[src/atr_pkg.sv]
// atr_pkg: shared constants, types and helper functions for the atlas texcoord remap
// used by atr_prep, atr_mul, atr_div and atlas_texcoord_remap; depends on nothing

package atr_pkg;

	localparam int MAX_DIM    = 4096;
	localparam int DIM_W      = 13;
	localparam int POS_W      = 12;
	localparam int COORD_W    = 32;
	localparam int PROD_W     = COORD_W + DIM_W + 1;
	localparam int MAG_W      = 44;
	localparam int QUO_W      = 32;
	localparam int DIV_BITS   = 4;
	localparam int DIV_STAGES = QUO_W / DIV_BITS;
	// prep, multiply, add, magnitude, divider stages, saturate/output
	localparam int LAT        = 4 + DIV_STAGES + 1;

	localparam int CFG_ADDR_W = 3;
	localparam int CFG_DATA_W = 16;

	localparam logic [CFG_ADDR_W-1:0] REG_IMAGE_WIDTH  = 3'd0;
	localparam logic [CFG_ADDR_W-1:0] REG_IMAGE_HEIGHT = 3'd1;
	localparam logic [CFG_ADDR_W-1:0] REG_SHEET_WIDTH  = 3'd2;
	localparam logic [CFG_ADDR_W-1:0] REG_SHEET_HEIGHT = 3'd3;
	localparam logic [CFG_ADDR_W-1:0] REG_SHEET_X      = 3'd4;
	localparam logic [CFG_ADDR_W-1:0] REG_SHEET_Y      = 3'd5;
	localparam logic [CFG_ADDR_W-1:0] REG_IMAGE_FLAGS  = 3'd6;
	localparam logic [CFG_ADDR_W-1:0] REG_PICMIP_PAIR  = 3'd7;

	localparam logic [QUO_W-1:0] SAT_MAX = 32'h7FFF_FFFF;
	localparam logic [QUO_W-1:0] SAT_MIN = 32'h8000_0000;

	typedef logic [DIM_W-1:0] dim_t;

	typedef struct packed {
		dim_t        image_width;
		dim_t        image_height;
		logic [1:0]  image_flags;
		logic [15:0] picmip_pair;
	} atr_cfg_t;

	function automatic dim_t clamp_dim(dim_t d);
		return (d > dim_t'(MAX_DIM)) ? dim_t'(MAX_DIM) : d;
	endfunction

	// divisor for one axis: clamped, zero taken as one
	function automatic dim_t sheet_div(dim_t d);
		dim_t c;
		c = clamp_dim(d);
		return (c == '0) ? dim_t'(1) : c;
	endfunction

	// reduction level 0..3 from flags and the signed level bytes
	function automatic logic [1:0] level(atr_cfg_t c);
		logic [7:0] b;
		b = c.image_flags[1] ? c.picmip_pair[15:8] : c.picmip_pair[7:0];
		if (!c.image_flags[0])
			return 2'd0;
		if (b[7])
			return 2'd0;
		if (b[6:0] > 7'd3)
			return 2'd3;
		return b[1:0];
	endfunction

endpackage

[src/atr_div.sv]
// atr_div: stages 5 to 13 for one axis, pipelined restoring divide by the sheet extent,
// four quotient bits per stage, then sign and saturation; depends on atr_pkg

module atr_div (
	input  logic                          clk,
	input  logic                          en,
	input  logic                          neg,
	input  logic [atr_pkg::MAG_W-1:0]     mag,
	input  atr_pkg::dim_t                 d,
	output logic [atr_pkg::QUO_W-1:0]     res_s13
);

	localparam int NS = atr_pkg::DIV_STAGES;
	localparam int QW = atr_pkg::QUO_W;
	localparam int HW = atr_pkg::MAG_W - QW;

	// one entry per divider stage, stage 5 onward
	atr_pkg::dim_t   rem_s [NS];
	logic [QW-1:0]   num_s [NS];
	logic [QW-1:0]   quo_s [NS];
	logic            neg_s [NS];
	logic            ovf_s [NS];

	for (genvar k = 0; k < NS; k++) begin : g_stage
		atr_pkg::dim_t r_in;
		logic [QW-1:0] n_in;
		logic [QW-1:0] q_in;
		logic          ng_in;
		logic          ov_in;
		atr_pkg::dim_t r_nx;
		logic [QW-1:0] n_nx;
		logic [QW-1:0] q_nx;

		if (k == 0) begin : g_first
			// quotient needs more than 32 bits once the high part reaches the divisor
			assign r_in  = atr_pkg::dim_t'(mag[atr_pkg::MAG_W-1:QW]);
			assign n_in  = mag[QW-1:0];
			assign q_in  = '0;
			assign ng_in = neg;
			assign ov_in = {{(atr_pkg::DIM_W - HW){1'b0}}, mag[atr_pkg::MAG_W-1:QW]} >= d;
		end else begin : g_next
			assign r_in  = rem_s[k-1];
			assign n_in  = num_s[k-1];
			assign q_in  = quo_s[k-1];
			assign ng_in = neg_s[k-1];
			assign ov_in = ovf_s[k-1];
		end

		always_comb begin : p_steps
			logic [atr_pkg::DIM_W:0] t;
			r_nx = r_in;
			n_nx = n_in;
			q_nx = q_in;
			for (int j = 0; j < atr_pkg::DIV_BITS; j++) begin
				t    = {r_nx, n_nx[QW-1]};
				n_nx = {n_nx[QW-2:0], 1'b0};
				if (t >= {1'b0, d}) begin
					t    = t - {1'b0, d};
					q_nx = {q_nx[QW-2:0], 1'b1};
				end else begin
					q_nx = {q_nx[QW-2:0], 1'b0};
				end
				r_nx = t[atr_pkg::DIM_W-1:0];
			end
		end

		always_ff @(posedge clk) begin
			if (en) begin
				rem_s[k] <= r_nx;
				num_s[k] <= n_nx;
				quo_s[k] <= q_nx;
				neg_s[k] <= ng_in;
				ovf_s[k] <= ov_in;
			end
		end
	end

	logic [QW-1:0] q_fin;
	logic          big;
	logic [QW-1:0] res_c;

	always_comb begin
		q_fin = quo_s[NS-1];
		big   = ovf_s[NS-1] | q_fin[QW-1];
		if (neg_s[NS-1])
			res_c = big ? atr_pkg::SAT_MIN : -q_fin;
		else
			res_c = big ? atr_pkg::SAT_MAX : q_fin;
	end

	always_ff @(posedge clk) begin
		if (en)
			res_s13 <= res_c;
	end

endmodule

[config.mk]
export PLATFORM = sky130hd
export DESIGN_NAME = atr_div
export DESIGN_NICKNAME = d
export VERILOG_FILES = /design/src/atr_pkg.sv /design/src/atr_div.sv
export SDC_FILE = /design/constraint.sdc
export NUM_CORES = 2
export LEC_CHECK = 0
export ABC_CLOCK_PERIOD_IN_PS = 35500
export BUFFER_PORTS_ARGS = -buffer_cell sky130_fd_sc_hd__buf_2
export CAP_MARGIN = 40
export CORE_ASPECT_RATIO = 1.5
export CORE_MARGIN = 1.5
export CORE_UTILIZATION = 65
export CTS_CLUSTER_SIZE = 8
export DETAILED_ROUTE_END_ITERATION = 12
export GPL_TIMING_DRIVEN = 0
export PLACE_DENSITY = 0.81
export SLEW_MARGIN = 20
export SYNTH_ARGS = -nofsm -noshare
export SYNTH_HDL_FRONTEND = slang
export SYNTH_SLANG_ARGS = --single-unit
export TNS_END_PERCENT = 5
[constraint.sdc]
create_clock -name clk -period 35.5 [get_ports clk]
set_clock_uncertainty 0.05 [all_clocks]
set_input_delay 7.1 -clock clk [delete_from_list [all_inputs] [get_ports clk]]
set_output_delay 7.1 -clock clk [all_outputs]
set_load 0.01 [all_outputs]
==> flow_summary_export.csv <==
group,metric,value,unit
outcome,status,"complete, no violations",
route,routed_wl,91890,um
min_path,min_path_cells,0,
synth,synth_commonest_cells,"429 x ha_1, 395 x edfxtp_1, 275 x a21oi_1",
route,drt_iter0_drc,1811,
grt,antenna_found_initial,0,
worst_setup_path,r2r_cells,47,
grt,grt_usage,32.13,%
synth,synth.largest_area_cell,"edfxtp_1",
synth,synthArstFlopShare,0,%
clock_network,clk_pin_slew,0.06,ns
route,vias,29896,
worst_setup_path,crit_arrival,19.69,ns
finish,seq_area,11860,um^2
timing,setup-violations-final,0,
floorplanning,dieArea,56720,um^2
worst_setup_path,reg2reg_to,"rem_s[2][11]$_DFFE_PP_",
synth,yosys-top-cells-area,"edfxtp_1 33%, ha_1 15%, mux2_2 4.4%, xnor2_1 4.3%, a21oi_1 3.8%",
route,ant_nets,0,
place,port_buffers,91,
synth,ys_warn_count,0,
clock_network,cts.sinks,395,
route,wl_per_cell,19.95,um
clock_network,numCtsBuffers,55,
grt,overflow,0,
min_path,min-delay-start,"quo_s[1][36]$_DFFE_PP_",
floorplanning,boundaryPins,92,
synth,post_synth_num_cell_types,100,
worst_setup_path,cp_top_family,"compound AO/OA/AOI/OAI gates",
finish,multi_input_area,22980,um^2
timing,fin_tns_setup,0,ns
clock_network,clockBufferDepth,3,
worst_setup_path,path_buf_inv,10,
synth,synth_edf_count,395,
worst_setup_path,crit_required,35.81,ns
clock_network,postCtsSetupRepairBufs,0,
grt,grt_pass1_wl,146300,um
worst_setup_path,critPathLaunchType,"primary input",
synth,synth_area,35930,um^2
route,drcViolationCount,0,
synth,ys_seq_area_share,33.02,%
synth,synth_cells,3738,
timing,period_share,54.61,%
floorplanning,fp.dieH,290.9,um
clock_network,htreeDepth,2,
floorplanning,initial_core_util,65.74,%
clock_network,cts-resized-gates,0,
clock_network,cts_root_buf,"clkbuf_16",
run,max-cap-violations,0,
min_path,holdCritPathClass,"flip-flop to flip-flop",
worst_setup_path,r2r-start,"num_s[1][27]$_DFFE_PP_",
place,hpwl,68700,um
floorplanning,row_count,105,
place,dp.cells,4541,
worst_setup_path,worst_path_max_delay_cell,"buf_4",
worst_setup_path,worst-setup-path-type,"primary input to flip-flop",
finish,syn_to_final_growth,8.929,%
worst_setup_path,reg2reg_slack,23.38,ns
finish,drive_above_1_share,10.87,%
grt,grt_pass1_vias,29801,
synth,yosysMostFrequentCell,"ha_1",
finish,layout.cells.non_filler,4605,
route,firstDrtPassIters,5,
timing,rsz0062_at_grt,"no",
synth,synth_top_cell_area_share,33.02,%
floorplanning,core-area,54650,um^2
finish,n_fill_cell,4135,
clock_network,cts_tree,"done",
timing,hold_viol,0,
clock_network,postCtsHoldBufs,0,
finish,final_nets,4425,
timing,worst_pin_slew,0.8468,ns
worst_setup_path,cp-end-kind,"flip-flop",
synth,syn_nets,4258,
route,drt-vias-per-instance,6.492,
synth,syn_area_per_cell,9.611,um^2
worst_setup_path,max_stage_delay,0.65,ns
grt,grt_max_degree,108,
worst_setup_path,crit_fanout,24,
finish,antennaDiodeCount,0,
floorplanning,die_w,195.0,um
synth,synth_seq_cells,395,
timing,final.min_clock_period,19.38,ns
timing,finalMaxSlewViolations,0,
timing,fmax,51.59,MHz
synth,synth_flop_cell,"edfxtp_1",
place,gp_congestion,0.9623,
clock_network,clk_latency,0.62,ns
min_path,holdPathEnd,"quo_s[1][72]$_DFFE_PP_",
timing,relSlewSlack,42.95,%
## registers in the layout, summed over array words and instances, names as in the netlist
signal   cells
quo_s      144
num_s      112
rem_s       91
res_s13     32
neg_s        8
ovf_s        8
## kinds of logic (layout without fill, tap and decap cells)
| family | after synthesis | after routing | synth area share (%) |
|---|---|---|---|
| xor+xnor | 296 | 296 | 7.216 |
| mux | 206 | 206 | 6.248 |
| flops | 395 | 395 | 33.02 |
| buf+inv | 276 | 448 | 3.033 |
| simple gates | 1066 | 1066 | 14.70 |
| compound gates | 1039 | 1039 | 19.12 |
| fa+ha+maj | 460 | 460 | 16.67 |
## worst reg2reg max path, delay by kind of cell, from the launching register on
family | cells | cell delay (ns)
AOI/OAI and AO/OA | 19 | 4.65
buffers and inverters | 9 | 1.86
muxes | 5 | 1.71
and+or+nand+nor | 9 | 1.64
adders and majority gates | 5 | 1.59
DFF | 1 | 0.39
## how the worst max path moves through the flow
stage | endpoint | depth (start not counted) | start | slack (ns)
CTS | rem_s[2][11]$_DFFE_PP_ | 47 | d[1] | 16.20
finish | rem_s[2][11]$_DFFE_PP_ | 47 | d[1] | 16.12
detailed placement | rem_s[2][7]$_DFFE_PP_ | 47 | d[1] | 15.64
floorplan | rem_s[2][10]$_DFFE_PP_ | 45 | d[1] | 17.95
global placement | rem_s[2][8]$_DFFE_PP_ | 46 | d[1] | 13.75
global route | rem_s[2][11]$_DFFE_PP_ | 47 | d[1] | 15.33
## through the flow
step / cell area [um^2] / hold WS [ns] / setup WS (ns) / util, %
2_1_floorplan: 35930 / 0.3503 / 17.95 / -
3_3_place_gp: 37250 / 0.3503 / 13.75 / 68.16
3_5_place_dp: 37660 / 0.3545 / 15.64 / 68.90
4_1_cts: 39130 / 0.3450 / 16.20 / 71.59
5_1_grt: 39140 / 0.3600 / 15.33 / 71.61
6_report: 39140 / 0.3481 / 16.12 / 71.61
## metal layers
layer | vias up | share of wire (%) | global-route usage [%]
met1 | 14086 | 37 | 34.61
met3 | 391 | 5.2 | 4.113
li1 | 14403 | - | -
met4 | 0 | 6.6 | 20.87
met5 | - | 0 | 0
met2 | 1016 | 51 | 58.80
## final cells by class
class / count / share of cell area, %
Clock buffer: 58 / 3.546
Clock inverter: 4 / 0.2046
Sequential cell: 395 / 30.31
Tap cell: 695 / 2.222
Inverter: 211 / 2.043
Multi-Input combinational cell: 3067 / 58.71
Timing Repair Buffer: 110 / 2.219
Buffer: 65 / 0.7481
## cell usage in the layout, fill, tap and decap left out, drive strengths merged, types with 58 or more instances in the layout
| cell | n |
|---|---|
| edfxtp | 395 |
| a21oi | 280 |
| nand2 | 260 |
| mux2 | 140 |
| inv | 209 |
| nand2b | 63 |
| mux2i | 66 |
| a21o | 95 |
| nor2b | 75 |
| o21a | 58 |
| ha | 429 |
| nand3 | 60 |
| nor2 | 276 |
| xnor2 | 178 |
| nand4 | 65 |
| xor2 | 118 |
| nor3 | 77 |
| clkbuf | 97 |
| o21ai | 241 |
| buf | 136 |
Power is left out: the tool's default activity adds up to more than one toggle a clock period on the data nets, which glitch-free logic cannot reach.
