--- config.mk ---
export PLATFORM = sky130hd
export DESIGN_NAME = atr_prep
export DESIGN_NICKNAME = d
export VERILOG_FILES = /design/src/atr_pkg.sv /design/src/atr_prep.sv
export SDC_FILE = /design/constraint.sdc
export NUM_CORES = 1
export LEC_CHECK = 0
export ABC_AREA = 1
export BUFFER_PORTS_ARGS = -buffer_cell sky130_fd_sc_hd__buf_2
export CAP_MARGIN = 20
export CORE_ASPECT_RATIO = 0.5
export CORE_UTILIZATION = 40
export CTS_BUF_LIST = sky130_fd_sc_hd__clkbuf_8 sky130_fd_sc_hd__clkbuf_16
export DETAILED_ROUTE_END_ITERATION = 12
export GPL_TIMING_DRIVEN = 0
export PLACE_DENSITY_LB_ADDON = 0.08
export SLEW_MARGIN = 10
export SYNTH_ARGS = -nofsm -noshare
export SYNTH_HDL_FRONTEND = slang
export SYNTH_SLANG_ARGS = --single-unit
--- constraint.sdc ---
create_clock -name clk -period 2.1 [get_ports clk]
set_clock_uncertainty 0.15 [all_clocks]
set_input_delay 0.21 -clock clk [delete_from_list [all_inputs] [get_ports clk]]
set_output_delay 0.21 -clock clk [all_outputs]
set_load 0.01 [all_outputs]
--- src/atr_pkg.sv ---
// atr_pkg: shared constants, types and helper functions for the atlas texcoord remap
// used by atr_prep, atr_mul, atr_div and atlas_texcoord_remap; depends on nothing

package atr_pkg;

	localparam int MAX_DIM    = 4096;
	localparam int DIM_W      = 13;
	localparam int POS_W      = 12;
	localparam int COORD_W    = 32;
	localparam int PROD_W     = COORD_W + DIM_W + 1;
	localparam int MAG_W      = 44;
	localparam int QUO_W      = 32;
	localparam int DIV_BITS   = 4;
	localparam int DIV_STAGES = QUO_W / DIV_BITS;
	// prep, multiply, add, magnitude, divider stages, saturate/output
	localparam int LAT        = 4 + DIV_STAGES + 1;

	localparam int CFG_ADDR_W = 3;
	localparam int CFG_DATA_W = 16;

	localparam logic [CFG_ADDR_W-1:0] REG_IMAGE_WIDTH  = 3'd0;
	localparam logic [CFG_ADDR_W-1:0] REG_IMAGE_HEIGHT = 3'd1;
	localparam logic [CFG_ADDR_W-1:0] REG_SHEET_WIDTH  = 3'd2;
	localparam logic [CFG_ADDR_W-1:0] REG_SHEET_HEIGHT = 3'd3;
	localparam logic [CFG_ADDR_W-1:0] REG_SHEET_X      = 3'd4;
	localparam logic [CFG_ADDR_W-1:0] REG_SHEET_Y      = 3'd5;
	localparam logic [CFG_ADDR_W-1:0] REG_IMAGE_FLAGS  = 3'd6;
	localparam logic [CFG_ADDR_W-1:0] REG_PICMIP_PAIR  = 3'd7;

	localparam logic [QUO_W-1:0] SAT_MAX = 32'h7FFF_FFFF;
	localparam logic [QUO_W-1:0] SAT_MIN = 32'h8000_0000;

	typedef logic [DIM_W-1:0] dim_t;

	typedef struct packed {
		dim_t        image_width;
		dim_t        image_height;
		logic [1:0]  image_flags;
		logic [15:0] picmip_pair;
	} atr_cfg_t;

	function automatic dim_t clamp_dim(dim_t d);
		return (d > dim_t'(MAX_DIM)) ? dim_t'(MAX_DIM) : d;
	endfunction

	// divisor for one axis: clamped, zero taken as one
	function automatic dim_t sheet_div(dim_t d);
		dim_t c;
		c = clamp_dim(d);
		return (c == '0) ? dim_t'(1) : c;
	endfunction

	// reduction level 0..3 from flags and the signed level bytes
	function automatic logic [1:0] level(atr_cfg_t c);
		logic [7:0] b;
		b = c.image_flags[1] ? c.picmip_pair[15:8] : c.picmip_pair[7:0];
		if (!c.image_flags[0])
			return 2'd0;
		if (b[7])
			return 2'd0;
		if (b[6:0] > 7'd3)
			return 2'd3;
		return b[1:0];
	endfunction

endpackage

--- src/atr_prep.sv ---
// atr_prep: stage 1, level select, extent shift and axis swap
// depends on atr_pkg

module atr_prep (
	input  logic                              clk,
	input  logic                              en,
	input  atr_pkg::atr_cfg_t                 cfg,
	input  logic signed [atr_pkg::COORD_W-1:0] tex_u,
	input  logic signed [atr_pkg::COORD_W-1:0] tex_v,
	output logic signed [atr_pkg::COORD_W-1:0] u_src_s1,
	output logic signed [atr_pkg::COORD_W-1:0] v_src_s1,
	output atr_pkg::dim_t                     u_dim_s1,
	output atr_pkg::dim_t                     v_dim_s1
);

	logic [1:0]     lvl;
	atr_pkg::dim_t  w_dim;
	atr_pkg::dim_t  h_dim;
	logic           swap;

	always_comb begin
		lvl   = atr_pkg::level(cfg);
		w_dim = atr_pkg::clamp_dim(cfg.image_width) >> lvl;
		h_dim = atr_pkg::clamp_dim(cfg.image_height) >> lvl;
		swap  = cfg.image_width < cfg.image_height;
	end

	always_ff @(posedge clk) begin
		if (en) begin
			if (swap) begin
				u_src_s1 <= tex_v;
				u_dim_s1 <= h_dim;
				v_src_s1 <= tex_u;
				v_dim_s1 <= w_dim;
			end else begin
				u_src_s1 <= tex_u;
				u_dim_s1 <= w_dim;
				v_src_s1 <= tex_v;
				v_dim_s1 <= h_dim;
			end
		end
	end

endmodule

==> results.cfg, run 1 <==
[outcome]
status = finished, final reports clean

[sta]
setup_violations = 0
setup_tns_ns = 0
finalCriticalPeriod_ns = 1.91
relSlewSlack = 0.743
hold_viol_final = 0
period_share = 0.911
fmax_mhz = 523
finalMaxSlewViolations = 0
worst_slew_pin_slew_ns = 0.385
rsz0062_at_grt = false

[critical_path]
crit_path_max_fanout = 10
cp_slowest_cell = ha_1
crit_chain = buf_2 > inv_1 > ha_1 > a21oi_1 > o21ai_0 > nor2_1 > nand2_4 > inv_4 > clkbuf_4 > o21ai_0
cp.arrival_ns = 1.84
cpPeakStageDelay_ns = 0.32
required_ns = 2.03
path_class = input pin to flip-flop
crit_family = buffers and inverters
critPathBufInv = 4
endpoint_kind = flip-flop
cp_common_cell = o21ai_0
startpoint_type = input pin

[die]
pin_count = 200
row_count = 28
dieHeight_um = 81.9
core_area_mm2 = 0.0121
fp.dieArea_mm2 = 0.0132
initial_core_util = 0.421
die_w_um = 162

[detailed_routing]
wire_per_inst_um = 14.1
routed_wl_um = 13800
firstDrtPassIters = 7
num_vias = 4821
vias_per_cell = 4.92
drtAntennaViolNets = 0
drc_errors = 0
drtIter0Drc = 426

[logic_synthesis]
synth_cells = 597
ys_async_sr_fraction = 0
synth-seq-area-share = 0.530
synth_edf_count = 90
ys_warn_count = 0
netlist_area_mm2 = 0.00510
synth_flop_cell = edfxtp_1
synth_nets = 719
synth.avg_cell_area_um2 = 8.54
ys_ff_latch = 90
ys_types = 30

[placement]
placed_area_mm2 = 0.00633
io_buffers = 199
place.gp.congestion = 0.893
dpl.hpwl_um = 10600
dpl.cell_count = 962

[layout]
area_growth_pct = 31.2
fin_cells = 979
nets = 931
fillers = 1170
drive_above_1_share = 0.328
antenna_cells = 0
stdcell_area_mm2 = 0.00669
multi_input_area_mm2 = 0.00201
fin_util = 0.552
ff_latch_area_mm2 = 0.00270

[run]
maxCapViolCount = 0

[clock_tree]
htree_levels = 3
numCtsBuffers = 9
numClockSinks = 90
cts-root-buf = clkbuf_16
clk_path_buf_depth = 2
clk_pin_slew_ns = 0.06
cts_tree = built

[power_and_ir_drop]
total_power_mw = 5.26
total_leakage_power_nw = 3.28
irDropWorstVdd_mv = 0.408
powerDensity_mw_per_mm2 = 786

[global_routing]
grt_max_degree = 63
antenna_found_initial = 0
gr-usage-all-layers = 0.213
grt_pass1_wl_um = 21600
grt_pass1_vias = 4314
grt-ovfl-total = 0

[worst_hold_path]
hp-class = input pin to flip-flop
cell type report:
cell class,instances,area share
Sequential cell,90,0.404
Multi-Input combinational cell,422,0.300
Timing Repair Buffer,201,0.155
Clock buffer,9,0.0336
Inverter,57,0.0329
Tap cell,165,0.0308
Buffer,28,0.0303
Clock inverter,7,0.0142
placed cells by master, fill, tap and decap left out, drive strengths merged:
| master | instances |
|---|---|
| nand3 | 70 |
| buf | 219 |
| and2 | 1 |
| dlygate4sd3 | 1 |
| nand4 | 1 |
| nand2 | 225 |
| a21oi | 8 |
| edfxtp | 90 |
| clkinvlp | 3 |
| clkinv | 2 |
| inv | 57 |
| o21ai | 72 |
| bufinv | 2 |
| clkbuf | 18 |
| or2 | 1 |
| nor2 | 31 |
| ha | 12 |
| o211ai | 1 |
layer usage:
metal / track usage / vias to the layer above / part of all wire
met1: 0.277 / 2174 / 0.44
met3: 0.0414 / 23 / 0.076
li1: - / 2401 / -
met4: 0.0764 / 0 / 0.017
met2: 0.359 / 223 / 0.46
met5: 0 / - / 0
cells by family (layout without fill, tap and decap cells):
logic type,count (synthesis),after routing,synth area share
adders and majority gates,12,12,0.0294
and+or+nand+nor,329,329,0.278
buffers and inverters,85,302,0.0780
AOI/OAI and AO/OA,81,81,0.0851
DFF,90,90,0.530
report_power, final:
group          switching (mW)  internal (mW)
clock                   0.654           1.04
combinational           0.780          0.469
sequential             0.0484           2.27
total                    1.48           3.78
synth_stat cells (2+ instances only):
| library cell | count | share of area |
|---|---|---|
| o21ai_2 | 3 | 0.0052 |
| clkbuf_1 | 6 | 0.0044 |
| inv_1 | 53 | 0.039 |
| buf_4 | 3 | 0.0044 |
| nand2_1 | 218 | 0.16 |
| o21ai_0 | 66 | 0.065 |
| buf_6 | 5 | 0.011 |
| inv_2 | 2 | 0.0015 |
| ha_1 | 12 | 0.029 |
| nor2_2 | 2 | 0.0025 |
| nand2_2 | 3 | 0.0037 |
| a21oi_1 | 6 | 0.0059 |
| nand3_1 | 63 | 0.062 |
| edfxtp_1 | 90 | 0.53 |
| nand2_4 | 3 | 0.0066 |
| o21ai_1 | 3 | 0.0029 |
| nand3_2 | 7 | 0.014 |
| buf_2 | 12 | 0.012 |
| nor2_1 | 29 | 0.021 |
flip-flops by register name (all words and copies together), names as in the netlist:
| name | count |
|---|---|
| v_dim_s1 | 13 |
| u_dim_s1 | 13 |
| u_src_s1 | 32 |
| v_src_s1 | 32 |
through the flow:
step | hold slack, ns | setup slack, ns
final | 0.0150 | 0.187
after global routing | 0.0141 | 0.00927
after CTS | 0.00209 | 0.0504
after detailed placement | 0.357 | -0.502
after global placement | 0.352 | -0.444
after floorplan | 0.172 | 0.274
timing repair:
| action | in CTS | in global routing |
|---|---|---|
| hold endpoints to repair | 1 | 0 |
| setup buffers | 0 | 0 |
| resized for setup | 3 | 17 |
| gates cloned | 0 | 0 |
| pin swaps | 0 | 1 |
| setup endpoints to repair | 30 | 86 |
| hold buffers | 1 | 0 |
worst min-delay path, cell delays in order:
cell     delay [ns]
buf_2          0.09
nand2_1        0.04
o21ai_0        0.05
final timing paths:
path,start,end,slack [ns],depth (start not counted)
setup / recovery,cfg[30],u_src_s1[22],0.19,10
hold / removal,tex_v[17],u_src_s1[17],0.02,3
(Power assumes the default switching activity.)
==> run 2, diff against run 1 <==
--- a/config.mk
+++ b/config.mk
@@ -13,7 +13,7 @@
 export CTS_BUF_LIST = sky130_fd_sc_hd__clkbuf_8 sky130_fd_sc_hd__clkbuf_16
 export DETAILED_ROUTE_END_ITERATION = 12
 export GPL_TIMING_DRIVEN = 0
-export PLACE_DENSITY_LB_ADDON = 0.08
+export PLACE_DENSITY = 0.74
 export SLEW_MARGIN = 10
 export SYNTH_ARGS = -nofsm -noshare
 export SYNTH_HDL_FRONTEND = slang
==> results.cfg, run 2 (same netlist as run 1, synthesis figures left out) <==
[clock_tree]
numCtsBuffers = 9
cts_hold_buf = 0
cts-root-buf = clkbuf_16
clk_pin_slew_ns = 0.06
cts_tree = built
clk_path_buf_depth = 2
numClockSinks = 90
htree_levels = 3

[sta]
period_share = 0.950
worst_slew_pin_slew_ns = 0.463
relSlewSlack = 0.692
setup_violations = 0
finalCriticalPeriod_ns = 2.00
worst_slack_ns = 0.104
rsz0062_at_grt = false
finalMaxSlewViolations = 0
hold_viol_final = 0
fmax_mhz = 501

[detailed_routing]
drtAntennaViolNets = 0
drc_errors = 0
drtIter0Drc = 396
vias_per_cell = 4.87
routed_wl_um = 13600
firstDrtPassIters = 5
wire_per_inst_um = 13.9
num_vias = 4760

[global_routing]
grt_max_degree = 61
grt_pass1_vias = 4335
grt_pass1_wl_um = 20900
antenna_found_initial = 0
grt-ovfl-total = 0
gr-usage-all-layers = 0.202

[placement]
place.gp.congestion = 0.913
dp_slack_ns = -0.507
io_buffers = 199
dpl.hpwl_um = 10500

[outcome]
status = finished, final reports clean

[layout]
ff_latch_area_mm2 = 0.00270
multi_input_area_mm2 = 0.00201
final_cell_mix = nand2_1 (218), buf_2 (211), edfxtp_1 (90)
area_growth_pct = 30.1
drive_above_1_share = 0.326
fin_util = 0.547
fillers = 1156
antenna_cells = 0
reg.largest.list = u_src_s1 (32), v_src_s1 (32)
nets = 930
final_common_cell = nand2_1

[die]
die_w_um = 162
core_area_mm2 = 0.0121
initial_core_util = 0.421
row_count = 28
dieHeight_um = 81.9
fp.dieArea_mm2 = 0.0132
pin_count = 200

[critical_path]
cp.arrival_ns = 1.92
cp_slowest_cell = ha_1
crit_path_max_fanout = 10
endpoint_kind = flip-flop
crit_family = buffers and inverters
critPathBufInv = 4
required_ns = 2.02
crit_chain = buf_2 > inv_1 > ha_1 > a21oi_1 > o21ai_0 > nor2_1 > nand2_4 > inv_4 > clkbuf_2 > o21ai_0
startpoint_type = input pin
cp_common_cell = o21ai_0
path_class = input pin to flip-flop
cpPeakStageDelay_ns = 0.32

[worst_hold_path]
hold_depth = 3
hold_start = tex_v[2]
hp-class = input pin to flip-flop
hold_end = v_src_s1[2]

[run]
maxCapViolCount = 0

[power_and_ir_drop]
total_power_mw = 5.11
irDropWorstVdd_mv = 0.448
powerDensity_mw_per_mm2 = 770
total_leakage_power_nw = 3.26
-- run 2: cell types whose count changed in the layout (fill, tap and decap cells not counted) --
cell           change
clkbuf_4           -5
buf_2              +4
clkbuf_2           +2
clkinv_1           +2
buf_1              +1
buf_4              -1
bufinv_16          -1
clkbuf_1           -1
clkinv_2           +1
clkinv_4           -1
clkinvlp_4         -1
dlygate4sd3_1      -1
-- run 2: power by group --
part	internal (mW)	leakage [nW]	switching [mW]	total, mW
logic	0.460	2.24	0.782	1.24
registers	2.27	0.876	0.0491	2.32
clock network	0.907	0.138	0.638	1.54
total	3.64	3.26	1.47	5.11
-- run 2: what timing repair did --
action	CTS	global route
buffers inserted	0	0
resized for setup	3	9
setup endpoints to repair	30	72
gates cloned	0	0
pin swaps	0	0
-- run 2: cell type report --
class | count | area share
buffer | 28 | 0.0283
clock buffer | 9 | 0.0339
clock inverter | 7 | 0.00924
inverter | 57 | 0.0332
multi-input combinational | 422 | 0.302
sequential | 90 | 0.407
tap | 165 | 0.0311
timing repair buffer | 200 | 0.155
-- run 2: worst max path at each step --
| stage | from | to | slack (ns) | cells past startpoint |
|---|---|---|---|---|
| 2_1_floorplan | cfg[24] | u_src_s1[0] | 0.27 | 11 |
| 3_3_place_gp | cfg[30] | u_src_s1[6] | -0.44 | 10 |
| 3_5_place_dp | cfg[30] | u_src_s1[4] | -0.51 | 10 |
| 4_1_cts | cfg[30] | u_src_s1[1] | 0.008 | 10 |
| 5_1_grt | cfg[30] | u_src_s1[20] | 0.004 | 10 |
| 6_report | cfg[30] | u_src_s1[1] | 0.10 | 10 |
-- run 2: worst min-delay path, cell delays in order --
cell and delay [ns]:
buf_2 0.09, nand2_1 0.04, o21ai_0 0.06
-- run 2: stage by stage --
stage / TNS, ns / hold WS, ns / instances / cell area (µm²)
floorplan: 0 / 0.172 / 597 / 5100
global placement: -33.34 / 0.353 / 961 / 6300
detailed placement: -27.38 / 0.358 / 962 / 6330
CTS: 0 / 0.00956 / 978 / 6620
global route: 0 / 0.0213 / 978 / 6640
finish: 0 / 0.0205 / 978 / 6640
-- run 2: routing by layer --
metal | part of all wire | wire (µm) | vias to the layer above | track usage
li1 | - | - | 2396 | -
met1 | 0.45 | 6090 | 2177 | 0.262
met2 | 0.48 | 6490 | 169 | 0.350
met3 | 0.058 | 782 | 18 | 0.0379
met4 | 0.015 | 201 | 0 | 0.0585
met5 | 0 | 0 | - | 0
