**src/atr_pkg.sv**
```systemverilog
// atr_pkg: shared constants, types and helper functions for the atlas texcoord remap
// used by atr_prep, atr_mul, atr_div and atlas_texcoord_remap; depends on nothing

package atr_pkg;

	localparam int MAX_DIM    = 4096;
	localparam int DIM_W      = 13;
	localparam int POS_W      = 12;
	localparam int COORD_W    = 32;
	localparam int PROD_W     = COORD_W + DIM_W + 1;
	localparam int MAG_W      = 44;
	localparam int QUO_W      = 32;
	localparam int DIV_BITS   = 4;
	localparam int DIV_STAGES = QUO_W / DIV_BITS;
	// prep, multiply, add, magnitude, divider stages, saturate/output
	localparam int LAT        = 4 + DIV_STAGES + 1;

	localparam int CFG_ADDR_W = 3;
	localparam int CFG_DATA_W = 16;

	localparam logic [CFG_ADDR_W-1:0] REG_IMAGE_WIDTH  = 3'd0;
	localparam logic [CFG_ADDR_W-1:0] REG_IMAGE_HEIGHT = 3'd1;
	localparam logic [CFG_ADDR_W-1:0] REG_SHEET_WIDTH  = 3'd2;
	localparam logic [CFG_ADDR_W-1:0] REG_SHEET_HEIGHT = 3'd3;
	localparam logic [CFG_ADDR_W-1:0] REG_SHEET_X      = 3'd4;
	localparam logic [CFG_ADDR_W-1:0] REG_SHEET_Y      = 3'd5;
	localparam logic [CFG_ADDR_W-1:0] REG_IMAGE_FLAGS  = 3'd6;
	localparam logic [CFG_ADDR_W-1:0] REG_PICMIP_PAIR  = 3'd7;

	localparam logic [QUO_W-1:0] SAT_MAX = 32'h7FFF_FFFF;
	localparam logic [QUO_W-1:0] SAT_MIN = 32'h8000_0000;

	typedef logic [DIM_W-1:0] dim_t;

	typedef struct packed {
		dim_t        image_width;
		dim_t        image_height;
		logic [1:0]  image_flags;
		logic [15:0] picmip_pair;
	} atr_cfg_t;

	function automatic dim_t clamp_dim(dim_t d);
		return (d > dim_t'(MAX_DIM)) ? dim_t'(MAX_DIM) : d;
	endfunction

	// divisor for one axis: clamped, zero taken as one
	function automatic dim_t sheet_div(dim_t d);
		dim_t c;
		c = clamp_dim(d);
		return (c == '0) ? dim_t'(1) : c;
	endfunction

	// reduction level 0..3 from flags and the signed level bytes
	function automatic logic [1:0] level(atr_cfg_t c);
		logic [7:0] b;
		b = c.image_flags[1] ? c.picmip_pair[15:8] : c.picmip_pair[7:0];
		if (!c.image_flags[0])
			return 2'd0;
		if (b[7])
			return 2'd0;
		if (b[6:0] > 7'd3)
			return 2'd3;
		return b[1:0];
	endfunction

endpackage

```
**src/atr_mul.sv**
```systemverilog
// atr_mul: stages 2 to 4 for one axis, scale product, sheet offset, sign and magnitude
// depends on atr_pkg

module atr_mul (
	input  logic                               clk,
	input  logic                               en,
	input  logic signed [atr_pkg::COORD_W-1:0] src,
	input  atr_pkg::dim_t                      dim,
	input  logic [atr_pkg::POS_W-1:0]          pos,
	output logic                               neg_s4,
	output logic [atr_pkg::MAG_W-1:0]          mag_s4
);

	logic signed [atr_pkg::PROD_W-1:0] prod_s2;
	logic signed [atr_pkg::PROD_W-1:0] sum_s3;
	logic signed [atr_pkg::PROD_W-1:0] offs;
	logic signed [atr_pkg::PROD_W-1:0] abs_c;

	// offset in texels moved up to q16.16
	assign offs  = $signed({{(atr_pkg::PROD_W - atr_pkg::POS_W - 16){1'b0}}, pos, 16'd0});
	assign abs_c = sum_s3[atr_pkg::PROD_W-1] ? -sum_s3 : sum_s3;

	always_ff @(posedge clk) begin
		if (en) begin
			prod_s2 <= src * $signed({1'b0, dim});
			sum_s3  <= prod_s2 + offs;
			neg_s4  <= sum_s3[atr_pkg::PROD_W-1];
			mag_s4  <= abs_c[atr_pkg::MAG_W-1:0];
		end
	end

endmodule

```
**config.mk**
```make
export PLATFORM = sky130hd
export DESIGN_NAME = atr_mul
export DESIGN_NICKNAME = d
export VERILOG_FILES = /design/src/atr_pkg.sv /design/src/atr_mul.sv
export SDC_FILE = /design/constraint.sdc
export NUM_CORES = 1
export LEC_CHECK = 0
export ABC_AREA = 1
export ABC_CLOCK_PERIOD_IN_PS = 9300
export BUFFER_PORTS_ARGS = -buffer_cell sky130_fd_sc_hd__buf_4
export CORE_AREA = 3 3 240 265
export CTS_CLUSTER_DIAMETER = 30
export DETAILED_ROUTE_END_ITERATION = 12
export DIE_AREA = 0 0 243 268
export PLACE_DENSITY = 0.5
export SLEW_MARGIN = 0
export SYNTH_ARGS = -nofsm -noshare
export SYNTH_HDL_FRONTEND = slang
export SYNTH_SLANG_ARGS = --single-unit
```
**constraint.sdc**
```tcl
create_clock -name clk -period 9.3 [get_ports clk]
set_input_delay 0.93 -clock clk [delete_from_list [all_inputs] [get_ports clk]]
set_output_delay 0.93 -clock clk [all_outputs]
set_load 0.01 [all_outputs]
```
==> results of run 1 <==
-- sequential cells by signal, indices dropped and copies added (netlist names) --
name     cells
sum_s3      45
neg_s4       1
prod_s2     46
mag_s4      44
-- layout by cell type (no fill, tap or decap), drive strengths merged, types with 19 or more instances in the layout --
cell type,count
nor2,177
nand2,982
a21oi,44
nand3,102
buf,105
o21ai,21
nand4,31
fa,379
inv,879
ha,119
clkbuf,19
edfxtp,136
xor2,65
-- metrics by stage --
step / util, % / hold slack, ns / worst slack [ns] / instance area, um2
final: 41.3 / 0.418 / 2.60 / 25200
after global routing: 41.3 / 0.431 / 2.35 / 25200
after CTS: 41.3 / 0.420 / 2.59 / 25200
after detailed placement: 40.4 / 0.405 / 2.12 / 24700
after global placement: 40.4 / 0.406 / 2.14 / 24700
after floorplan: - / 0.400 / 3.23 / 23200
-- final timing paths --
| kind | endpoint |
|---|---|
| max | prod_s2[37] |
| min | sum_s3[10] |
| max reg2reg | mag_s4[43] |
| min reg2reg | sum_s3[10] |
-- critical path: stages --
cell and delay (ns):
buf_4 0.38, nand2_1 0.18, fa_1 0.59, fa_1 0.48, inv_1 0.29, fa_1 0.51, fa_1 0.52, fa_1 0.55
inv_1 0.05, fa_1 0.49, inv_1 0.04, ha_1 0.38, nand2_1 0.15, nor2_1 0.22, nand2_1 0.15, nor3_1 0.38
nand3b_1 0.31, nand4_1 0.19, nand2_1 0.07
-- final cells by class --
class,count,share of cell area [%]
clock buffers,19,1.72
clock inverters,13,0.476
inverters,876,13.0
multi-input cells,1963,61.4
flip-flops and latches,136,16.2
well taps,824,4.09
repair buffers,105,3.14
-- metal layers --
layer / track usage [%] / share of wire [%]
met2: 38.9 / 51
met5: 0 / 0
met3: 1.98 / 3.7
met4: 7.58 / 3.6
met1: 25.5 / 42
-- kinds of logic after synthesis --
family                   count (synthesis)  share of synthesized area [%]
AO/OA/AOI/OAI                           73                           1.71
XOR/XNOR                                75                           2.84
adder cells (fa/ha/maj)                498                           39.2
buffers and inverters                  953                           15.5
flip-flops                             136                           17.6
AND/OR/NAND/NOR                       1317                           23.1
==> qor.txt, run 1 <==
ys async rst share = 0%
Synth-to-Final Area Change = 8.99%
via count = 18110
final global-route overflow total = 0
Post-CTS Hold Buffers = 0
fraction of synthesized cell area taken by the top area cell type = 32.8%
Worst-Margin Slew = 1.06 ns
post-route ant nets = 0
Mapped Avg Cell Area = 7.59 um2
nature of the critical path endpoint = register
non-filler cells, final = 3936
Post-synth top cells = nand2_1 (968), inv_1 (872), fa_1 (379), nor2_1 (157), edfxtp_1 (136)
synth top area cells = fa_1 (33%), edfxtp_1 (18%), nand2_1 (16%)
ant diodes = 0
Fin. Hold Viols = 0
Post-synth EDFFs = 136
r2r startpoint = sum_s3[24]
Post-CTS Setup Bufs = 0
die area = 65100 um2
sequential-to-total area share from yosys stat = 17.6%
area of the multi-input gates = 15500 um2
fin crit period = 6.70 ns
# Max-Cap Violations = 0
row count = 95
Pins Over Slew Limit = 0
Data required, critical path = 9.49 ns
clock-pin transition on the worst setup and hold timing paths = 0.06 ns
Num CTS Buffers = 17
drc violations = 0
clock buffer depth = 2
fin crit share = 72.0%
Layout fillers = 6436
register area = 4080 um2
synthesized area = 23200 um2
largest net degree at the start of global routing = 83
unrepaired setup endpoints after global routing = no
first-pass GRT wire length = 106000 um
setup_tns = 0 ns
WL final = 65700 um
Post-Place Cells = 3904
CTS sink cnt = 136
Iteration-0 DRC Markers = 837
drt via density = 4.60
CORE AREA = 61100 um2
status = completed
Post-Syn Nets = 3609
register bit total from synthesis = 136
worst setup path start = dim[2]
# port buffers = 103
share of layout cells above drive strength 1 = 5.94%
headroom to the max-slew limit = 29.2%
Hold Startpoint = prod_s2[10]
chip width = 243 um
R2R cell count = 7
largest area contributor in the netlist = fa_1
synth unique cells = 32
crit path launch type = primary input
Synth Instances = 3052
total global routing track utilization = 21.0%
Crit Path Class = primary input to register
number of H-tree levels = 4
Final #Nets = 3656
crit path DAT = 6.89 ns
I/O pins = 104
antenna violations before repair = 0
router iterations before antenna repair = 5
flop2flop setup slack = 6.91 ns
Starting Density = 37.9%
Post-synth top flop = edfxtp_1
worst clock skew = 0.00837 ns
CTS root buf = clkbuf_16
Detailed Place HPWL = 54600 um
post-CTS resize count = 0
vias in the first global route = 19594
hold path depth = 0
RD Place Congestion = 0.940
Skew-Pair Late Insertion Delay = 0.43 ns
Fmax = 149 MHz
hold crit path type = register to register
# setup viols final = 0
YS warnings = 0
die height = 268 um
CTS tree = done
WL per Instance = 16.7 um
top-count cell post-synth = nand2_1
Crit Path Max Fanout = 32
Power of run 1 is left out: the tool's default activity adds up to more than one toggle a clock period on the data nets, which glitch-free logic cannot reach.
==> inputs of run 2 (changes only) <==
--- a/config.mk
+++ b/config.mk
@@ -6,13 +6,13 @@
 export NUM_CORES = 1
 export LEC_CHECK = 0
 export ABC_AREA = 1
-export ABC_CLOCK_PERIOD_IN_PS = 9300
+export ABC_CLOCK_PERIOD_IN_PS = 5480
 export BUFFER_PORTS_ARGS = -buffer_cell sky130_fd_sc_hd__buf_4
 export CORE_AREA = 3 3 240 265
 export CTS_CLUSTER_DIAMETER = 30
 export DETAILED_ROUTE_END_ITERATION = 12
 export DIE_AREA = 0 0 243 268
-export PLACE_DENSITY = 0.5
+export PLACE_DENSITY = 0.52
 export SLEW_MARGIN = 0
 export SYNTH_ARGS = -nofsm -noshare
 export SYNTH_HDL_FRONTEND = slang
==> constraint.sdc (replaced) <==
create_clock -name clk -period 5.48 [get_ports clk]
set_input_delay 0.548 -clock clk [delete_from_list [all_inputs] [get_ports clk]]
set_output_delay 0.548 -clock clk [all_outputs]
set_load 0.01 [all_outputs]
==> run 2 against run 1 <==
Effect of this change: global-route usage grew 0.44 points; sequential share of layout area is 1.9 points lower; cell count rose by 6.6%; critical path depth grew 2; utilization rose by 5.5 points; non-clock buffer count increased by 258; routed wire length up 2.4%; worst setup slack got worse by 2.5 ns; register-to-register slack worse by 3.8 ns; final area rose by 13%; worst hold slack worse by 0.0054 ns.
==> qor.txt, run 2 (synthesis results as in run 1) <==
CORE AREA = 61100 um2
ant diodes = 0
share of layout cells above drive strength 1 = 18.9%
status = completed
antenna violations before repair = 0
CTS sink cnt = 136
Fmax = 186 MHz
Iteration-0 DRC Markers = 719
Worst-Margin Slew = 0.834 ns
Final #Nets = 3914
max FFs per register = 46
via count = 19027
# Max-Cap Violations = 0
drt via density = 4.54
chip width = 243 um
Detailed Place HPWL = 58400 um
WL per Instance = 16.1 um
cell area after layout = 28600 um2
fin crit period = 5.37 ns
I/O pins = 104
Starting Density = 37.9%
# port buffers = 103
most frequent cells in the layout = nand2_1 (906), inv_1 (851), fa_1 (366)
WL final = 67300 um
largest net degree at the start of global routing = 96
RD Place Congestion = 0.896
CTS tree = done
CTS root buf = clkbuf_16
row count = 95
most common cell after layout, fill and taps aside = nand2_1
crit path DAT = 5.56 ns
# setup viols final = 0
Synth-to-Final Area Change = 23.5%
Cell Chain, Critical Path = buf_12 -> buf_12 -> nand2_1 -> inv_1 -> fa_1 -> fa_1 -> fa_2 -> fa_2 -> fa_1 -> inv_1 -> fa_1 -> inv_1 -> ha_4 -> buf_6 -> nand2_2 -> nor2_4 -> inv_2 -> nor3_4 -> nand3b_1 -> nand4_1 -> nand2_1
clock-pin transition on the worst setup and hold timing paths = 0.06 ns
fin crit share = 97.9%
worst clock skew = 0.0146 ns
hold crit path type = register to register
first-pass GRT wire length = 110000 um
final global-route overflow total = 0
headroom to the max-slew limit = 44.4%
Worst path slowest cell = fa_2
total global routing track utilization = 21.4%
CP max stage delay = 0.60 ns
Post-CTS Hold Buffers = 0
crit path launch type = primary input
die area = 65100 um2
die height = 268 um
vias in the first global route = 20801
instance area after placement = 26600 um2
router iterations before antenna repair = 5
post-route ant nets = 0
Skew-Pair Late Insertion Delay = 0.44 ns
nature of the critical path endpoint = register
drc violations = 0
number of H-tree levels = 4
Biggest register = prod_s2
biggest regs = prod_s2: 46 flops, sum_s3: 45 flops, mag_s4: 44 flops
Crit path top cell by count = fa_1
Num CTS Buffers = 17
Data required, critical path = 5.67 ns
Fin. Hold Viols = 0
Pins Over Slew Limit = 0
Layout fillers = 6198
Crit Path Max Fanout = 11
Hold WS = 0.413 ns
Crit Path Class = primary input to register
clock buffer depth = 2
-- run 2: worst paths after layout --
| check | from | endpoint | slack [ns] | cells after the start |
|---|---|---|---|---|
| max | dim[8] | prod_s2[37] | 0.11 | 21 |
| min | prod_s2[10] | sum_s3[10] | 0.41 | 0 |
| max reg2reg | sum_s3[24] | mag_s4[43] | 3.08 | 7 |
| min reg2reg | prod_s2[10] | sum_s3[10] | 0.41 | 0 |
-- run 2: final cells by class --
cell class              count  area (um2)  share of cell area (%)
multi-input cells        1963       16500                    57.8
flip-flops and latches    136        4080                    14.3
inverters                 876        3290                    11.5
repair buffers            363        3100                    10.9
well taps                 824        1030                    3.60
clock buffers              17         425                    1.49
clock inverters            15         135                   0.472
-- run 2: worst max-delay path, delay by kind of cell --
family | cells | cell delay (ns)
adder cells (fa/ha/maj) | 7 | 3.32
AND/OR/NAND/NOR | 7 | 1.03
buffers and inverters | 7 | 0.63
-- run 2: metal layers --
metal	vias up	wire, um	GRT usage, %
met5	-	0	0
met4	0	1310	5.14
met3	59	1500	1.49
met2	300	35900	41.5
met1	9280	28600	25.9
li1	9388	-	-
-- run 2: timing repair --
item                                   4_1_cts  5_1_grt
endpoints found under the hold margin        0        0
setup endpoints to repair                   20       35
setup buffers                                3       15
resized for setup                           46      262
pin swaps                                   13      109
-- run 2: per-stage QoR --
| step | setup slack [ns] | std cells | utilization (%) | setup TNS (ns) |
|---|---|---|---|---|
| global route | -0.0188 | 4194 | 46.8 | -0.0263 |
| global placement | -0.994 | 4145 | 43.6 | -16.97 |
| floorplan | 0.0154 | 3052 | - | 0 |
| finish | 0.114 | 4194 | 46.8 | 0 |
| detailed placement | -1.04 | 4145 | 43.6 | -17.90 |
| CTS | -0.0630 | 4180 | 44.9 | -0.128 |
Power of run 2 is left out for the same reason.
==> inputs of run 3 (changes only) <==
--- a/config.mk
+++ b/config.mk
@@ -5,13 +5,12 @@
 export SDC_FILE = /design/constraint.sdc
 export NUM_CORES = 1
 export LEC_CHECK = 0
-export ABC_AREA = 1
 export ABC_CLOCK_PERIOD_IN_PS = 5480
 export BUFFER_PORTS_ARGS = -buffer_cell sky130_fd_sc_hd__buf_4
-export CORE_AREA = 3 3 240 265
+export CORE_AREA = 3 3 226 250
 export CTS_CLUSTER_DIAMETER = 30
 export DETAILED_ROUTE_END_ITERATION = 12
-export DIE_AREA = 0 0 243 268
+export DIE_AREA = 0 0 229 253
 export PLACE_DENSITY = 0.52
 export SLEW_MARGIN = 0
 export SYNTH_ARGS = -nofsm -noshare
==> run 3 against run 2 <==
Effect of this change: the flow now finishes with violations (negative setup slack); cell count shrank 25%; count of clock-buffer cells in the layout grew 1; worst setup slack lost 0.36 ns; routed wire length shrank 24%; die area shrank 11%; via count shrank 22%; fmax shrank 6.3%; first-iteration DRC count shrank 8.9%; critical path depth is the same; sequential share of layout area grew 1.2 points; global-route usage shrank 3.3 points.
==> qor.txt, run 3 <==
hold crit path type = register to register
fraction of synthesized cell area taken by the top area cell type = 36.9%
post-route ant nets = 0
Layout fillers = 5136
crit path DAT = 5.97 ns
Crit path top cell by count = fa_1
CORE AREA = 53900 um2
chip width = 229 um
synth top area cells = fa_1 (37%), edfxtp_1 (20%), inv_1 (8.4%)
Starting Density = 38.1%
ys async rst share = 0%
Final #Nets = 2982
largest net degree at the start of global routing = 78
fin crit period = 5.73 ns
sequential-to-total area share from yosys stat = 19.9%
router iterations before antenna repair = 5
violations in the final reports = negative setup slack
Fmax = 175 MHz
PnR worst setup slack = -0.247 ns
fin crit share = 105%
Crit Path Max Fanout = 7
main combinational cell family by area after synthesis = adder cells
ant diodes = 0
biggest regs = prod_s2: 46 flops, sum_s3: 45 flops, mag_s4: 44 flops
Post-Synth XOR/XNOR Area = 4.78%
headroom to the max-slew limit = 53.0%
# port buffers = 103
most frequent cells in the layout = inv_1 (436), fa_1 (363), buf_4 (350)
worst clock skew = 0.00589 ns
max FFs per register = 46
# setup viols final = 20
setup_tns = -2.00 ns
final global-route overflow total = 0
Iteration-0 DRC Markers = 655
Crit Path Class = primary input to register
row count = 89
compound-gate portion of the synthesized area = 6.73%
CTS root buf = clkbuf_16
via count = 14916
drt via density = 4.71
status = finished with violations
most common cell after layout, fill and taps aside = inv_1
flop2flop setup slack = 2.24 ns
die height = 253 um
WL per Instance = 16.2 um
Biggest register = prod_s2
register area = 4080 um2
Num CTS Buffers = 17
Post-Place Cells = 3094
Simple-Gate Fraction of Synth Area = 14.5%
share of layout cells above drive strength 1 = 26.2%
Hold WS = 0.416 ns
clock buffer depth = 2
Post-synth top flop = edfxtp_1
Post-synth EDFFs = 136
synthesized area = 20500 um2
Worst path slowest cell = fa_1
CTS tree = done
Synth-to-Final Area Change = 28.6%
CTS sink cnt = 136
WL final = 51200 um
synth unique cells = 56
total global routing track utilization = 18.2%
vias in the first global route = 16510
I/O pins = 104
YS warnings = 0
crit path launch type = primary input
Cell Chain, Critical Path = buf_12 -> buf_12 -> buf_16 -> nand2_4 -> fa_1 -> inv_2 -> buf_4 -> fa_1 -> fa_1 -> fa_1 -> fa_1 -> inv_1 -> fa_1 -> inv_1 -> ha_4 -> or2_2 -> a21oi_2 -> o31ai_1 -> a21oi_1 -> mux2_4 -> a311oi_2
mux share of post-synthesis cell area = 0.0548%
antenna violations before repair = 0
Post-synth top cells = inv_1 (460), fa_1 (379), nand2_1 (262), and2_1 (201), edfxtp_1 (136)
top-count cell post-synth = inv_1
Fin. Hold Viols = 0
RD Place Congestion = 0.871
Worst-Margin Slew = 0.706 ns
unrepaired setup endpoints after global routing = yes
nature of the critical path endpoint = register
CP max stage delay = 0.59 ns
first-pass GRT wire length = 84600 um
Skew-Pair Late Insertion Delay = 0.42 ns
final core occ = 49.0%
Detailed Place HPWL = 41400 um
Synth Area in Adders = 44.2%
area of the multi-input gates = 15400 um2
non-filler cells, final = 3166
Pins Over Slew Limit = 0
largest area contributor in the netlist = fa_1
Data required, critical path = 5.72 ns
Post-Syn Nets = 2640
number of H-tree levels = 4
Synth Instances = 2083
clock-pin transition on the worst setup and hold timing paths = 0.06 ns
die area = 57900 um2
register bit total from synthesis = 136
drc violations = 0
Mapped Avg Cell Area = 9.86 um2
# Max-Cap Violations = 0
run 3: cell types whose count changed in the layout (fill, tap and decap cells not counted), moves of 48 or more:
cell | before | now
and2_1 | 1 | 178
nand3_1 | 91 | 17
nand2_2 | 61 | 11
xnor2_1 | 10 | 95
nor2_1 | 118 | 34
xor2_1 | 63 | 15
nand2_1 | 906 | 247
inv_1 | 851 | 436
run 3: stage by stage:
step | instance area [um2] | worst slack, ns
floorplan | 21100 | -0.416
global placement | 24300 | -0.844
detailed placement | 24300 | -0.914
CTS | 26100 | -0.151
global route | 26400 | -0.425
finish | 26400 | -0.247
run 3: worst max-delay path, delay by kind of cell:
kind | cells | cell delay [ns]
adder cells (fa/ha/maj) | 7 | 3.28
multiplexers | 1 | 0.34
AND/OR/NAND/NOR | 2 | 0.35
buffers and inverters | 7 | 0.68
AO/OA/AOI/OAI | 4 | 0.75
run 3: metal layers:
metal	GRT usage (%)	routed length (um)	vias up
li1	-	-	7097
met1	24.1	23000	7488
met2	31.9	25300	278
met3	1.92	1790	53
met4	4.64	1070	0
met5	0	0	-
run 3: final cells by class:
type,instances,area share (%)
timing repair buffer,405,13.7
sequential,136,15.5
inverter,460,6.55
multi-input combinational,1405,58.5
clock inverter,14,0.682
clock buffer,18,1.63
tap,728,3.45
run 3: logic make-up (layout without fill, tap and decap cells):
logic type                 count (synthesis)  count (layout)
muxes                                      1               1
AOI/OAI and AO/OA                        203             203
and+or+nand+nor                          591             591
adders and majority gates                498             498
DFF                                      136             136
xor gates and xnor gates                 112             112
buffers and inverters                    542             897
run 3: final timing paths:
path / startpoint / to / depth (start not counted)
worst max-delay path: dim[7] / prod_s2[43] / 21
worst min-delay path: prod_s2[4] / sum_s3[4] / 0
worst max register to register: sum_s3[10] / mag_s4[43] / 7
worst min register to register: prod_s2[4] / sum_s3[4] / 0
run 3: what timing repair did:
item,in CTS,in global routing
endpoints found under the setup margin,26,28
hold buffers,0,0
buffers inserted,18,14
pin swaps,112,54
resized for setup,168,57
cloned,8,0
Power of run 3 is left out for the same reason.
